==> src/design/bpdsl_pkg.sv <==
// ----------------------------------------------------------------------------
// bpdsl_pkg
// Shared types and constants of the brake pipe delay, slew and lag block:
// register indexes, register reset values, sequencer states and defaults
// for the delay line geometry.
// ----------------------------------------------------------------------------
package bpdsl_pkg;

  // Default delay line geometry.
  localparam int DELAY_DEPTH_DEF   = 64;
  localparam int SERVICE_TAP_DEF   = 24;
  localparam int EMERGENCY_TAP_DEF = 8;

  // Field widths.
  localparam int REG_W    = 16;
  localparam int DEMAND_W = 17;
  localparam int CFG_AW   = 3;
  localparam int IN_TDATA_W  = 24;
  localparam int OUT_TDATA_W = 32;

  // Full service demand in Q1.16.
  localparam logic [DEMAND_W-1:0] DEMAND_FULL = 17'h10000;

  // Configuration register indexes.
  typedef enum logic [CFG_AW-1:0] {
    REG_NOMINAL   = 3'd0,
    REG_FSD       = 3'd1,
    REG_GAIN      = 3'd2,
    REG_CAP       = 3'd3,
    REG_APPLY     = 3'd4,
    REG_RELEASE   = 3'd5,
    REG_EMERGENCY = 3'd6,
    REG_ALPHA     = 3'd7
  } cfg_idx_t;

  // Register reset values.
  localparam logic [REG_W-1:0] NOMINAL_RST   = 16'd20480;
  localparam logic [REG_W-1:0] FSD_RST       = 16'd6144;
  localparam logic [REG_W-1:0] GAIN_RST      = 16'd10923;
  localparam logic [REG_W-1:0] CAP_RST       = 16'd24576;
  localparam logic [REG_W-1:0] APPLY_RST     = 16'd41;
  localparam logic [REG_W-1:0] RELEASE_RST   = 16'd20;
  localparam logic [REG_W-1:0] EMERGENCY_RST = 16'd164;
  localparam logic [REG_W-1:0] ALPHA_RST     = 16'd3000;

  // Sequencer states.
  typedef enum logic [2:0] {
    ST_IDLE,
    ST_DROP,
    ST_PIPE,
    ST_FORCE,
    ST_DIFF,
    ST_LAG
  } state_t;

endpackage

==> src/design/brake_pipe_delay_slew_lag.sv <==
// ----------------------------------------------------------------------------
// brake_pipe_delay_slew_lag
// Brake pipe model per tick: target drop through a dead-time delay line,
// slew-limited pipe pressure and a first-order lagged cylinder force.
// ----------------------------------------------------------------------------
// One tick is one input transfer and gives one output transfer. The result is
// presented once the sequencer has stepped through a tick, and the input is
// ready again in the same cycle, so a new tick is taken only after the last:
// a single 17x16 multiplier serves the three products of a tick (service
// drop, target force, lag increment) in turn under a five-step sequencer, and
// the delay line is a memory with one write and one registered read per tick.
// The input is taken again as soon as the sequencer is back in idle, even
// while the previous result waits in the output register; the final step of a
// tick waits only while that register is still full and the receiver holds
// off. The delay line reads as zero until written; a fill count tracks this,
// so no clearing pass follows reset. Configuration writes are taken in any
// cycle and should only be issued while no tick is in progress.
module brake_pipe_delay_slew_lag #(
  parameter int DELAY_DEPTH   = bpdsl_pkg::DELAY_DEPTH_DEF,
  parameter int SERVICE_TAP   = bpdsl_pkg::SERVICE_TAP_DEF,
  parameter int EMERGENCY_TAP = bpdsl_pkg::EMERGENCY_TAP_DEF
) (
  input  logic                                clk,
  input  logic                                rst_n,
  // Input channel.
  input  logic                                in_tvalid,
  output logic                                in_tready,
  input  logic [bpdsl_pkg::IN_TDATA_W-1:0]    in_tdata,   // [16:0] handle_demand
  input  logic                                in_tuser,   // [0] emergency_request
  // Result channel.
  output logic                                out_tvalid,
  input  logic                                out_tready,
  output logic [bpdsl_pkg::OUT_TDATA_W-1:0]   out_tdata,  // [15:0] pipe_pressure_out,
                                                          // [31:16] cylinder_force_out
  // Configuration write port.
  input  logic                                cfg_wr_en,
  input  logic [bpdsl_pkg::CFG_AW-1:0]        cfg_addr,
  input  logic [bpdsl_pkg::REG_W-1:0]         cfg_wdata
);

  localparam int IW      = (DELAY_DEPTH > 1) ? $clog2(DELAY_DEPTH) : 1;
  localparam int FW      = $clog2(DELAY_DEPTH + 1);
  localparam int SVC_MOD = SERVICE_TAP % DELAY_DEPTH;
  localparam int EMG_MOD = EMERGENCY_TAP % DELAY_DEPTH;
  localparam int SVC_OFF = (SVC_MOD == 0) ? 0 : DELAY_DEPTH - SVC_MOD;
  localparam int EMG_OFF = (EMG_MOD == 0) ? 0 : DELAY_DEPTH - EMG_MOD;
  localparam logic [IW:0]   SVC_OFF_V = (IW+1)'(SVC_OFF);
  localparam logic [IW:0]   EMG_OFF_V = (IW+1)'(EMG_OFF);
  localparam logic [IW:0]   DEPTH_V   = (IW+1)'(DELAY_DEPTH);
  localparam logic [IW-1:0] LAST_IDX  = IW'(DELAY_DEPTH - 1);
  localparam logic [FW-1:0] FILL_MAX  = FW'(DELAY_DEPTH);

  localparam int RW = bpdsl_pkg::REG_W;
  localparam int DW = bpdsl_pkg::DEMAND_W;

  // Configuration registers.
  logic [RW-1:0] nominal_r, fsd_r, gain_r, cap_r;
  logic [RW-1:0] apply_r, release_r, emergency_r, alpha_r;

  // Sequencer and tick state.
  bpdsl_pkg::state_t state_r, state_nxt;
  logic [DW-1:0]     demand_r;
  logic              emerg_r;
  logic [IW-1:0]     wr_head_r;
  logic [FW-1:0]     fill_r;
  logic [RW-1:0]     drop_r;
  logic              bypass_r;
  logic              rd_valid_r;
  logic [RW-1:0]     rd_data_r;
  logic [RW-1:0]     pipe_r, pipe_nxt;
  logic [RW-1:0]     force_r, force_nxt;
  logic [RW-1:0]     diff_r, diff_nxt;
  logic              rise_r, rise_nxt;
  logic [RW-1:0]     cyl_r, cyl_nxt;

  // Output register.
  logic              out_valid_r;
  logic [RW-1:0]     out_pipe_r, out_cyl_r;

  // Delay line memory.
  logic [RW-1:0] delay_mem [DELAY_DEPTH];

  // Control decoded from the state.
  logic          accept;
  logic          mem_step;
  logic          pipe_step;
  logic          force_step;
  logic          diff_step;
  logic          lag_step;
  logic          out_free;

  // Shared multiplier.
  logic [DW-1:0]    mul_a;
  logic [RW-1:0]    mul_b;
  logic [DW+RW-1:0] mul_p;

  // Delay line addressing.
  logic [IW:0]   rd_sum;
  logic [IW-1:0] rd_idx;
  logic [RW-1:0] drop_nxt;
  logic [RW-1:0] delayed;

  // Pipe slew arithmetic.
  logic signed [18:0] target_p, pipe_s, delta, step_s, new_p, nom_s;
  logic               apply_dir;

  // Force and lag arithmetic.
  logic [19:0]   force_raw;
  logic [RW-1:0] lag_adj;

  assign out_free = !out_valid_r || out_tready;

  // Next state.
  always_comb begin
    state_nxt = state_r;
    case (state_r)
      bpdsl_pkg::ST_IDLE:  if (in_tvalid) state_nxt = bpdsl_pkg::ST_DROP;
      bpdsl_pkg::ST_DROP:  state_nxt = bpdsl_pkg::ST_PIPE;
      bpdsl_pkg::ST_PIPE:  state_nxt = bpdsl_pkg::ST_FORCE;
      bpdsl_pkg::ST_FORCE: state_nxt = bpdsl_pkg::ST_DIFF;
      bpdsl_pkg::ST_DIFF:  state_nxt = bpdsl_pkg::ST_LAG;
      bpdsl_pkg::ST_LAG:   if (out_free) state_nxt = bpdsl_pkg::ST_IDLE;
      default:             state_nxt = bpdsl_pkg::ST_IDLE;
    endcase
  end

  // Control outputs and multiplier operand selection.
  always_comb begin
    in_tready  = 1'b0;
    mem_step   = 1'b0;
    pipe_step  = 1'b0;
    force_step = 1'b0;
    diff_step  = 1'b0;
    lag_step   = 1'b0;
    mul_a      = demand_r;
    mul_b      = fsd_r;
    case (state_r)
      bpdsl_pkg::ST_IDLE: begin
        in_tready = 1'b1;
      end
      bpdsl_pkg::ST_DROP: begin
        mem_step = 1'b1;
        mul_a    = demand_r;
        mul_b    = fsd_r;
      end
      bpdsl_pkg::ST_PIPE: begin
        pipe_step = 1'b1;
      end
      bpdsl_pkg::ST_FORCE: begin
        force_step = 1'b1;
        mul_a      = {1'b0, nominal_r - pipe_r};
        mul_b      = gain_r;
      end
      bpdsl_pkg::ST_DIFF: begin
        diff_step = 1'b1;
      end
      bpdsl_pkg::ST_LAG: begin
        lag_step = out_free;
        mul_a    = {1'b0, diff_r};
        mul_b    = alpha_r;
      end
      default: begin
        in_tready = 1'b0;
      end
    endcase
  end

  assign accept = in_tvalid && in_tready;
  assign mul_p  = mul_a * mul_b;

  // Target drop and delay line read address.
  always_comb begin
    drop_nxt = emerg_r ? nominal_r : mul_p[31:16];
    rd_sum   = {1'b0, wr_head_r} + (emerg_r ? EMG_OFF_V : SVC_OFF_V);
    if (rd_sum >= DEPTH_V) begin
      rd_sum = rd_sum - DEPTH_V;
    end
    rd_idx = rd_sum[IW-1:0];
  end

  // Delayed drop: same-tick value for a zero tap, zero for unwritten entries.
  always_comb begin
    if (bypass_r) begin
      delayed = drop_r;
    end else if (rd_valid_r) begin
      delayed = rd_data_r;
    end else begin
      delayed = '0;
    end
  end

  // Slew-limited pipe pressure, clamped to 0..nominal.
  always_comb begin
    nom_s     = signed'({3'b000, nominal_r});
    pipe_s    = signed'({3'b000, pipe_r});
    target_p  = nom_s - signed'({3'b000, delayed});
    apply_dir = target_p < pipe_s;
    if (emerg_r) begin
      step_s = signed'({3'b000, emergency_r});
    end else if (apply_dir) begin
      step_s = signed'({3'b000, apply_r});
    end else begin
      step_s = signed'({3'b000, release_r});
    end
    delta = target_p - pipe_s;
    if (delta > step_s) begin
      delta = step_s;
    end
    if (delta < -step_s) begin
      delta = -step_s;
    end
    new_p = pipe_s + delta;
    if (new_p > nom_s) begin
      new_p = nom_s;
    end
    if (new_p < 19'sd0) begin
      new_p = 19'sd0;
    end
    pipe_nxt = new_p[RW-1:0];
  end

  // Capped target force, then the lag difference and direction.
  always_comb begin
    force_raw = mul_p[31:12];
    force_nxt = (force_raw > {4'h0, cap_r}) ? cap_r : force_raw[RW-1:0];
    rise_nxt  = force_r >= cyl_r;
    diff_nxt  = rise_nxt ? (force_r - cyl_r) : (cyl_r - force_r);
    lag_adj   = mul_p[31:16];
    cyl_nxt   = rise_r ? (cyl_r + lag_adj) : (cyl_r - lag_adj);
  end

  // Configuration registers.
  always_ff @(posedge clk) begin
    if (!rst_n) begin
      nominal_r   <= bpdsl_pkg::NOMINAL_RST;
      fsd_r       <= bpdsl_pkg::FSD_RST;
      gain_r      <= bpdsl_pkg::GAIN_RST;
      cap_r       <= bpdsl_pkg::CAP_RST;
      apply_r     <= bpdsl_pkg::APPLY_RST;
      release_r   <= bpdsl_pkg::RELEASE_RST;
      emergency_r <= bpdsl_pkg::EMERGENCY_RST;
      alpha_r     <= bpdsl_pkg::ALPHA_RST;
    end else if (cfg_wr_en) begin
      case (bpdsl_pkg::cfg_idx_t'(cfg_addr))
        bpdsl_pkg::REG_NOMINAL:   nominal_r   <= cfg_wdata;
        bpdsl_pkg::REG_FSD:       fsd_r       <= cfg_wdata;
        bpdsl_pkg::REG_GAIN:      gain_r      <= cfg_wdata;
        bpdsl_pkg::REG_CAP:       cap_r       <= cfg_wdata;
        bpdsl_pkg::REG_APPLY:     apply_r     <= cfg_wdata;
        bpdsl_pkg::REG_RELEASE:   release_r   <= cfg_wdata;
        bpdsl_pkg::REG_EMERGENCY: emergency_r <= cfg_wdata;
        bpdsl_pkg::REG_ALPHA:     alpha_r     <= cfg_wdata;
        default:                  nominal_r   <= nominal_r;
      endcase
    end
  end

  // Sequencer and tick state.
  always_ff @(posedge clk) begin
    if (!rst_n) begin
      state_r   <= bpdsl_pkg::ST_IDLE;
      wr_head_r <= '0;
      fill_r    <= '0;
      pipe_r    <= bpdsl_pkg::NOMINAL_RST;
      cyl_r     <= '0;
    end else begin
      state_r <= state_nxt;
      if (mem_step) begin
        wr_head_r <= (wr_head_r == LAST_IDX) ? '0 : wr_head_r + 1'b1;
        if (fill_r != FILL_MAX) begin
          fill_r <= fill_r + 1'b1;
        end
      end
      if (pipe_step) begin
        pipe_r <= pipe_nxt;
      end
      if (lag_step) begin
        cyl_r <= cyl_nxt;
      end
    end
  end

  // Tick payload registers.
  always_ff @(posedge clk) begin
    if (accept) begin
      demand_r <= (in_tdata[DW-1:0] > bpdsl_pkg::DEMAND_FULL) ?
                  bpdsl_pkg::DEMAND_FULL : in_tdata[DW-1:0];
      emerg_r  <= in_tuser;
    end
    if (mem_step) begin
      drop_r     <= drop_nxt;
      bypass_r   <= (rd_idx == wr_head_r);
      rd_valid_r <= (FW'(rd_idx) < fill_r) || (rd_idx == wr_head_r);
    end
    if (force_step) begin
      force_r <= force_nxt;
    end
    if (diff_step) begin
      diff_r <= diff_nxt;
      rise_r <= rise_nxt;
    end
  end

  // Delay line memory: one write and one registered read per tick.
  always_ff @(posedge clk) begin
    if (mem_step) begin
      delay_mem[wr_head_r] <= drop_nxt;
      rd_data_r            <= delay_mem[rd_idx];
    end
  end

  // Output register.
  always_ff @(posedge clk) begin
    if (!rst_n) begin
      out_valid_r <= 1'b0;
    end else if (lag_step) begin
      out_valid_r <= 1'b1;
    end else if (out_tready) begin
      out_valid_r <= 1'b0;
    end
  end

  always_ff @(posedge clk) begin
    if (lag_step) begin
      out_pipe_r <= pipe_r;
      out_cyl_r  <= cyl_nxt;
    end
  end

  assign out_tvalid = out_valid_r;
  assign out_tdata  = {out_cyl_r, out_pipe_r};

endmodule

==> config.mk <==
export PLATFORM = sky130hd
export DESIGN_NAME = brake_pipe_delay_slew_lag
export DESIGN_NICKNAME = d
export VERILOG_FILES = /design/src/design/bpdsl_pkg.sv /design/src/design/brake_pipe_delay_slew_lag.sv
export SDC_FILE = /design/constraint.sdc
export NUM_CORES = 2
export LEC_CHECK = 0
export ABC_AREA = 1
export BUFFER_PORTS_ARGS = -buffer_cell sky130_fd_sc_hd__buf_2
export CORE_ASPECT_RATIO = 0.7
export CORE_MARGIN = 5
export CORE_UTILIZATION = 35
export CTS_BUF_LIST = sky130_fd_sc_hd__clkbuf_16
export CTS_CLUSTER_SIZE = 10
export DETAILED_ROUTE_END_ITERATION = 16
export PLACE_DENSITY_LB_ADDON = 0.12
export SLEW_MARGIN = 10
export SYNTH_ARGS = -nofsm -noshare
export SYNTH_HDL_FRONTEND = slang
export SYNTH_SLANG_ARGS = --single-unit
==> constraint.sdc <==
create_clock -name clk -period 13.2 [get_ports clk]
set_input_delay 1.32 -clock clk [delete_from_list [all_inputs] [get_ports clk]]
set_output_delay 1.32 -clock clk [all_outputs]
set_load 0.01 [all_outputs]
==> results.txt <==
The worst register-to-register path has a setup slack of 780 ps. The signed area change from the synthesized netlist to the final layout came out at 13.6%. The width of the chip is 523 µm.

The number of distinct standard cells referenced by the synthesized netlist is 75. The max capacitance violation total came out at 0. The total placed cells including tap cells is 8234. The final estimated routing congestion in global placement is 0.899.

The number of sinks driven by the clock tree is 1301. In the global route stage, overall resource usage came out at 0.217. On the final layout, the worst clock skew is 64.2 ps.

The synthesized netlist occupies a cell area of 0.0646 mm². In this run the most critical hold path is launched from emergency_r[9]. The number of nets at the end of the flow came out at 6476. The startpoint identified for the worst register-to-register timing path is nominal_r[0]. The share of the Yosys chip area taken by registers is 0.577.

For this run, the slowest stage of the critical path takes 580 ps. The number of cell instances on the worst register-to-register path came out at 68. The peak clock frequency supported by timing is 80.5 MHz. The HPWL after detailed placement is 142000 µm. The tree is rooted in a clkbuf_16. The share of the synthesized area in the top cell type is 0.522.

The maximum net fanout on the critical path came out at 14. The proportion of layout cells with a drive suffix above 1 is 0.0992. The largest register by flop count is delay_mem. The type of the worst setup path is reg -> reg. The hold buffer count at cts is 0. The global-route wire length before repair came out at 308000 µm.

The run finished with clean final reports. The first-iteration detailed-routing DRC count came out at 4721. The number of I/O pins is 83. Setup slack on the critical path of the routed design comes to 776 ps. In the finished design, the share of the clock period the worst path needs comes to 0.941.

The register with the most flip-flops in the layout has 1024 of them. The transition time of the tightest slew-check pin is 1390 ps. The leakage power summed over all cells is 27.7 nW. The routed wire length per instance is 25.3 µm.

In this run the tightest slew margin relative to its limit is 0.0599. The die extent in y came out at 369 µm. The critical path capture point type is a flop.

The switching share of total power is 0.426. The post-synth net total is 6295. The power density normalized to cell area is 253 mW/mm². The worst hold path passes through 2 cells. The core region is 0.183 mm². In the synthesized netlist, the cells that appear most often are 1124 x edfxtp_1, 926 x nand2_1, 677 x inv_1. After detailed routing, the total wire length is 214000 µm.

The largest registers in the layout are delay_mem (1024), demand_r (17). The count of nets left with antenna violations once routing finished came out at 0. The placed instance area came out at 0.0689 mm². The count of pins over their slew limit came out at 0. The count of buffers from port buffering is 75. In the synthesized netlist, the number of instances is 5749.

The most used flip-flop cell after synthesis is edfxtp_1. The number of setup violations in the final report is 0. The starting density of the core came out at 0.353. The length of the first detailed-routing pass in iterations is 5. The reported net switching power is 7.90 mW. The synthesized area per cell is 11.2 µm². The register clock-pin slew on the reported worst setup and hold paths is 70 ps. The register bit total from synthesis came out at 1301. The fraction of the core area covered by cells at the end of the flow is 0.401. The cell-internal power is 10.6 mW. The cell with the most instances after synthesis is edfxtp_1.

The number of global-route vias before repair is 43153. Entering global routing, the biggest net connects 92 pins. The endpoint of the worst hold path is emergency_r[9]. The finished layout holds 8449 standard cells, fillers aside. The synthesis warning total came out at 0. The total congestion overflow after global routing came out at 0. The number of hold violations in the final report is 0. The accumulated negative setup slack came out at 0 ps. The die covers 0.193 mm². The maximum clock path buffer count came out at 3. The number of antenna violations at the first check in global routing is 18.

TritonCTS built the clock tree. The final critical delay including setup and external delays came out at 12420 ps. The post-layout instance area is 0.0734 mm². The via count came out at 44857. STA classifies the critical path startpoint as a flop. The latest clock arrival within the worst-skew pair is 810 ps. The required time at the endpoint of the critical path is 13760 ps.

Data arrives at the worst endpoint at 12980 ps. The slowest cell on the critical path is fa_1. The proportion of power drawn by the clock network is 0.202.

The worst-case vdd ir drop came out at 0.330 mV. The largest area contributor in the synthesized netlist is edfxtp_1. The endpoint of the worst register-to-register path is out_cyl_r[15]. The part of the total power dissipated in combinational logic is 0.466.

Counting the fill cells in the layout gives 17590. The path class of the lowest-slack min-delay path is reg -> reg. The number of buffers created by CTS came out at 150.

In the post-synthesis netlist, the biggest area contributors are edfxtp_1 52%, fa_1 6.6%, dfxtp_1 5.5%, ha_1 5.5%, nand2_1 5.4%. The number of H-tree levels is 4. The multi-input gate area in the final layout is 0.0243 mm².

After detailed routing, the number of vias per cell comes to 5.31. The floorplan has 131 rows. Prior to clock tree synthesis, the placed netlist has a worst setup slack of 324 ps. The number of design rule violations left after detail routing is 0. The proportion of register bits with asynchronous set or reset after synthesis is 0. In the final layout, flip-flops and latches occupy 0.0373 mm².

The register share of total power is 0.332. The number of enable-type register cells in the synthesized netlist came out at 1124.
-- metal layers --
layer | GRT usage | routed length (µm) | up-vias
met4 | 0.0403 | 3130 | 0
li1 | - | - | 20507
met3 | 0.0369 | 15900 | 209
met1 | 0.362 | 111000 | 22610
met5 | 0 | 0 | -
met2 | 0.290 | 83600 | 1531
-- critical path: cells and delay by family, from the launching register on --
family | cells | cell delay [ps]
AOI/OAI and AO/OA | 19 | 3530
xor gates and xnor gates | 4 | 1110
adders and majority gates | 10 | 4320
buffers and inverters | 12 | 1170
DFF | 1 | 330
and+or+nand+nor | 23 | 1690
-- worst max path at each step --
stage	cells past startpoint	slack (ps)	start	to
after global placement	69	360	nominal_r[0]	out_cyl_r[15]
after floorplan	52	1680	pipe_r[1]	delay_mem[0][15]
after detailed placement	69	320	nominal_r[0]	out_cyl_r[15]
final	68	780	nominal_r[0]	out_cyl_r[15]
after global routing	84	-20	rd_valid_r	pipe_r[1]
after CTS	69	310	nominal_r[0]	out_cyl_r[15]
-- layout by cell type, fill, tap and decap left out, types with 15 or more instances in the layout --
| cell | Yosys | layout |
|---|---|---|
| nor2_1 | 448 | 401 |
| nand4_1 | 104 | 104 |
| clkbuf_16 | 0 | 153 |
| nor2_2 | 6 | 43 |
| inv_1 | 677 | 711 |
| o21ai_4 | 0 | 16 |
| nand2_2 | 15 | 15 |
| edfxtp_1 | 1124 | 1124 |
| xnor2_1 | 33 | 32 |
| nand2_1 | 926 | 925 |
| a21boi_0 | 21 | 21 |
| a22oi_1 | 106 | 106 |
| a31oi_1 | 25 | 24 |
| o21ai_1 | 24 | 34 |
| a211oi_1 | 25 | 24 |
| buf_4 | 2 | 184 |
| ha_1 | 283 | 282 |
| a221oi_1 | 97 | 97 |
| o22ai_1 | 17 | 17 |
| nand3_1 | 146 | 146 |
| buf_2 | 0 | 74 |
| nor3_1 | 28 | 24 |
| o211ai_1 | 65 | 65 |
| a21oi_1 | 306 | 303 |
| dfxtp_1 | 177 | 176 |
| o21ai_0 | 284 | 250 |
| clkinv_1 | 14 | 19 |
| xor2_1 | 84 | 83 |
| o21bai_1 | 19 | 15 |
| fa_1 | 214 | 214 |
| a22o_1 | 105 | 105 |
-- power by group through the flow --
stage	registers, mW	logic, mW	clock network, mW
2_1_floorplan	6.43	4.70	0
3_5_place_dp	6.25	8.42	0
3_3_place_gp	6.24	8.33	0
5_1_grt	6.17	9.49	4.00
6_report	6.17	8.64	3.75
4_1_cts	6.16	8.46	3.84
-- repair_timing --
item                                    CTS  global route
resized for setup                         0            48
buffers inserted                          0             3
endpoints found under the setup margin    0            21
-- through the flow --
step           hold slack, ps  power, mW
4_1_cts                   450       18.5
3_3_place_gp              434       14.6
6_report                  447       18.6
5_1_grt                   468       19.7
3_5_place_dp              441       14.7
2_1_floorplan             425       11.1
-- layout make-up --
class | instances | share of cell area
Antenna cell | 3 | 0.000102
Clock buffer | 153 | 0.0522
Clock inverter | 55 | 0.00621
Inverter | 700 | 0.0359
Multi-Input combinational cell | 3515 | 0.331
Sequential cell | 1301 | 0.508
Tap cell | 2460 | 0.0419
Timing Repair Buffer | 262 | 0.0250
-- cell families after synthesis --
group	share of synthesized area
muxes	0.000465
DFF	0.577
adders and majority gates	0.121
AOI/OAI and AO/OA	0.118
buffers and inverters	0.0551
and+or+nand+nor	0.112
xor gates and xnor gates	0.0164
(Power assumes the default switching activity.)
